===== config.mk =====
export PLATFORM = sky130hd
export DESIGN_NAME = lil_ram
export DESIGN_NICKNAME = d
export VERILOG_FILES = /design/src/hw/rtl/assert_macros.svh /design/src/hw/rtl/lil_ram.sv
export SDC_FILE = /design/constraint.sdc
export NUM_CORES = 1
export LEC_CHECK = 0
export ABC_AREA = 1
export BUFFER_PORTS_ARGS = -buffer_cell sky130_fd_sc_hd__buf_2
export CORE_ASPECT_RATIO = 2
export CORE_MARGIN = 2
export CORE_UTILIZATION = 54
export DETAILED_ROUTE_END_ITERATION = 8
export GPL_ROUTABILITY_DRIVEN = 0
export GPL_TIMING_DRIVEN = 0
export PLACE_DENSITY = 0.71
export SETUP_SLACK_MARGIN = 0.1
export SLEW_MARGIN = 20
export SYNTH_ARGS = -nofsm -noshare
export SYNTH_HDL_FRONTEND = slang
export SYNTH_SLANG_ARGS = --single-unit

===== constraint.sdc =====
create_clock -name aclk -period 1.9 [get_ports aclk]
set_input_delay 0.095 -clock aclk [delete_from_list [all_inputs] [get_ports aclk]]
set_output_delay 0.095 -clock aclk [all_outputs]
set_load 0.01 [all_outputs]

===== src/hw/rtl/assert_macros.svh =====
// Assertion macros used by the RTL of the line index locator.
// No dependencies; include by bare file name inside a module body.
`ifndef ASSERT_MACROS_SVH
`define ASSERT_MACROS_SVH

// Check a property on every rising edge while reset is released.
`define LIL_ASSERT(label, prop, msg) \
    label: assert property (@(posedge aclk) disable iff (!aresetn) (prop)) else $error(msg);

// Check a property on every rising edge, reset cycles included.
`define LIL_ASSERT_ALWAYS(label, prop, msg) \
    label: assert property (@(posedge aclk) (prop)) else $error(msg);

`endif


===== src/hw/rtl/lil_ram.sv =====
// Generic simple dual-port RAM: one write port, one read port, registered read.
// No dependencies.
`default_nettype none

module lil_ram #(
    parameter int WIDTH = 8,
    parameter int DEPTH = 16
) (
    input  wire logic                     aclk,
    input  wire logic                     wr_en,
    input  wire logic [$clog2(DEPTH)-1:0] wr_addr,
    input  wire logic [WIDTH-1:0]         wr_data,
    input  wire logic [$clog2(DEPTH)-1:0] rd_addr,
    output logic      [WIDTH-1:0]         rd_data
);

    logic [WIDTH-1:0] mem [DEPTH];

    always_ff @(posedge aclk) begin
        if (wr_en) begin
            mem[wr_addr] <= wr_data;
        end
        rd_data <= mem[rd_addr];
    end

endmodule

`default_nettype wire


======== After elaboration in Yosys (flattened, before gate mapping) ========
Memories as Yosys holds them, arrays and structs flattened. A register that Yosys moved wholly into a read port is not among the register bits.
Cells that the tools add are included.
storage, ports and cells
  word-level logic and storage cells ...... 3
  memory bits (writable) .................. 128
  input port bits ......................... 18
  register bits ........................... 0
  memories ................................ 1
operators by class
  multiplexer cells ....................... 2
memories
  memory  depth  bits a word  rd ports  clocked after memory_dff  write ports  RTL line       RTL
  mem     16     8            1         1                         1            lil_ram.sv:17  logic [WIDTH-1:0] mem [DEPTH];
operator list
  operator          number
  1-bit 2-to-1 mux  2

======== Logic depth before layout (Yosys ltp) ========
  depth after elaboration ................. 2
  depth in mapped cells ................... 8
  mapped depth without buffers ............ 7

======== Worst setup path before layout ========
No wires, ideal clock.
  path type ............................... input -> register
  start ................................... in wr_addr[2]
  end ..................................... mem mem[10][0] (enable)
  library setup time ...................... 0.370 ns
  path slack .............................. 0.854 ns
  arrival ................................. 0.676 ns
  cell stages on the path ................. 2
  path through ............................ nand3b_1 > nor2_1
RTL lines
  item                RTL line       RTL
  start: declaration  lil_ram.sv:11  input wire logic [$clog2(DEPTH)-1:0] wr_addr,
  end: declaration    lil_ram.sv:17
No word-level cell before the write port.

======== Worst setup path after layout ========
  start ................................... in wr_addr[2]
  end ..................................... mem mem[10][4] (enable)
No word-level cell before the write port.

==> summary.txt <==
Yosys
  • Mapped Avg Cell Area: 10.5 sq um
  • Post-synth top area share: 66.7%
  • Synth area leader: edfxtp_1
  • Most instantiated cells after synthesis: nand2_1 (173), edfxtp_1 (128), inv_1 (100)
  • Syn Nets: 569
  • Cells after Synth: 551
  • Synth unique cells: 12
  • Sequential fraction of the synthesis area: 69.4%
  • Yosys warns: 0
  • Top post-synthesis cells by area: edfxtp_1 (67%), nand2_1 (11%), nand3_1 (8.4%)
  • Ys flop type: edfxtp_1
  • Post-synthesis instance area: 0.00577 sq mm
  • FF+latch count, synth: 136
  • Post-synth EDFFs: 128
  • Count leader, synth: nand2_1
  • Synth async-reset ratio: 0%

Timing
  • Final min period: 1.17 ns
  • Worst slew margin: 44.9%
  • Fin Clk Skew: 0.00758 ns
  • Max-slew violations: 0
  • Final WS setup: 0.733 ns
  • Fmax: 0.857 GHz
  • Total negative slack: 0 ns
  • Final count of hold timing violations: 0
  • Final Cycle Share: 61.4%
  • Measured slew at the worst slew-check pin: 0.824 ns
  • Setup Viol. Count Final: 0
  • RSZ-0062 raised after global routing: no

Cells and area
  • Nets: 610
  • Final Instance Area: 0.00664 sq mm
  • Sequential cell area: 0.00400 sq mm
  • Antenna cells: 0
  • Layout cells sized above 1: 11.9%
  • Multi-input logic area: 0.00121 sq mm
  • Layout Cells excl Fill: 741
  • Fillers: 833
  • Area Overhead vs Synth: 15.2%
  • Core Util, Final: 63.4%

Clocking
  • Sinks on Clock Net: 136
  • Post-cts sizing count: 0
  • H-tree level count: 4
  • CTS root buf: clkbuf_16
  • Setup Fix Bufs, Post-CTS: 0
  • Max clock buf depth: 2
  • CTS tree: done
  • Clock Pin Slew Worst Setup and Hold Paths: 0.06 ns
  • Clk_lat worst skew: 0.41 ns
  • Hold Buf Count CTS: 0
  • Num CTS Buffers: 17

GRT
  • Initial antenna violation count: 0
  • Vias in the first global route: 3939
  • Largest net degree at the start of global routing: 17
  • Total track usage: 25.8%
  • First-pass GRT wire length: 21.0 mm
  • Grt total ovfl: 0

Pwr
  • Switching Share: 20.8%
  • Worst vdd ir: 1.21 mV
  • PwrDens: 1080 mW/mm^2
  • Comb pwr share: 6.4%
  • Int Power: 5.66 mW
  • Static leakage: 2.90 nW
  • Sequential Power Share: 47.2%
  • Clock Power Share: 46.5%
  • NetSw: 1.48 mW

Route
  • Total wire length: 14.3 mm
  • Number of remaining DRC errors: 0
  • Routed wire per std cell: 19.4 um
  • Post-route ant nets: 0
  • Vias/cell: 5.33
  • DR vias: 3951
  • Starting DRT DRC Count: 381
  • Initial DRT Pass Iterations: 5

Setup path
  • Reg2reg setup slack: 0.80 ns
  • Worst Path Required: 1.94 ns
  • Crit-path cells: buf_2 > nand3b_1 > nor2_1
  • Arrival time worst endpoint: 1.20 ns
  • Crit. End Element: register
  • Maximum fanout along the worst path: 8
  • CP max stage cell: nor2_1
  • Startpoint types: input pin
  • Worst path max stage delay: 0.70 ns
  • Worst setup path class: input pin to register

Floorplan
  • Die footprint: 0.0116 sq mm
  • Die Wd: 77.1 um
  • Die height: 150 um
  • # IOs: 26
  • Core Area: 0.0105 sq mm
  • # rows: 53
  • Initial Utilization: 55.0%

Placement
  • Placed Cells: 710
  • Post-DP HPWL: 9.73 mm
  • DP Area: 0.00605 sq mm
  • Port buffer count: 22
  • Place WS: 0.336 ns

Flow run
  • Max cap viols: 0

Status
  • Result of the run: finished, final reports clean

Min path
  • HP Class: input pin to register
[stage by stage]
step	total power, mW	hold WS [ns]
final	7.15	0.0934
after global routing	7.33	0.104
after CTS	7.15	0.0861
after detailed placement	3.88	0.488
after global placement	3.86	0.488
after floorplan	3.68	0.194
[registers in the layout, summed over array words and instances (netlist names)]
register and cells:
rd_data 8, mem 128
[layer usage]
layer / track usage [%] / part of all wire, % / vias to the layer above
met5: 0 / 0 / -
met4: 17.6 / 6.7 / 0
met3: 5.16 / 5.5 / 56
met2: 48.3 / 54 / 189
met1: 25.0 / 33 / 1858
li1: - / - / 1848
[layout make-up]
| class | instances | area share [%] |
|---|---|---|
| flip-flops and latches | 136 | 60.3 |
| plain buffers | 24 | 2.51 |
| well taps | 137 | 2.58 |
| repair buffers | 22 | 1.66 |
| multi-input cells | 289 | 18.3 |
| inverters | 102 | 5.76 |
| clock buffers | 22 | 6.69 |
| clock inverters | 9 | 2.26 |
[final timing paths]
kind | start | cells past startpoint | endpoint
hold / removal | rd_addr[3] | 3 | rd_data[1]$_DFF_P_
setup reg to reg | mem[6][7]$_DFFE_PP_ | 6 | rd_data[7]$_DFF_P_
setup / recovery | wr_addr[2] | 3 | mem[10][4]$_DFFE_PP_
hold reg to reg | mem[12][5]$_DFFE_PP_ | 6 | rd_data[5]$_DFF_P_
[power groups by stage]
stage / Clock (mW) / Sequential, mW / Combinational, mW
6_report: 3.32 / 3.37 / 0.454
5_1_grt: 3.47 / 3.38 / 0.487
4_1_cts: 3.33 / 3.37 / 0.445
3_5_place_dp: 0 / 3.43 / 0.442
3_3_place_gp: 0 / 3.43 / 0.431
2_1_floorplan: 0 / 3.44 / 0.237
[cells in the final DEF, fill, tap and decap left out]
cell type   synthesis  routed
nand2_1           173     173
nor2_1             17      17
inv_1             100     100
buf_2              13      35
clkinv_4            0       1
inv_2               2       2
clkbuf_16           0      17
bufinv_16           0       4
edfxtp_1          128     128
buf_6               6       6
clkinv_2            0       2
nand3_1            97      97
nand3b_1            2       2
clkbuf_1            0       5
clkinv_1            0       1
dfxtp_1             8       8
clkinvlp_4          0       1
buf_1               1       1
buf_4               4       4
[worst max-delay path: cells and delay by family]
family	cells	cell delay, ns
buffers and inverters	1	0.12
and+or+nand+nor	2	0.99
[logic make-up (layout without fill, tap and decap cells)]
group / count (synthesis) / count (layout) / share of synthesized area [%]
buffers and inverters: 126 / 179 / 9.52
flip-flops: 136 / 136 / 69.4
AND/OR/NAND/NOR: 289 / 289 / 21.0
Note: power is estimated with default switching activity, not from simulation.
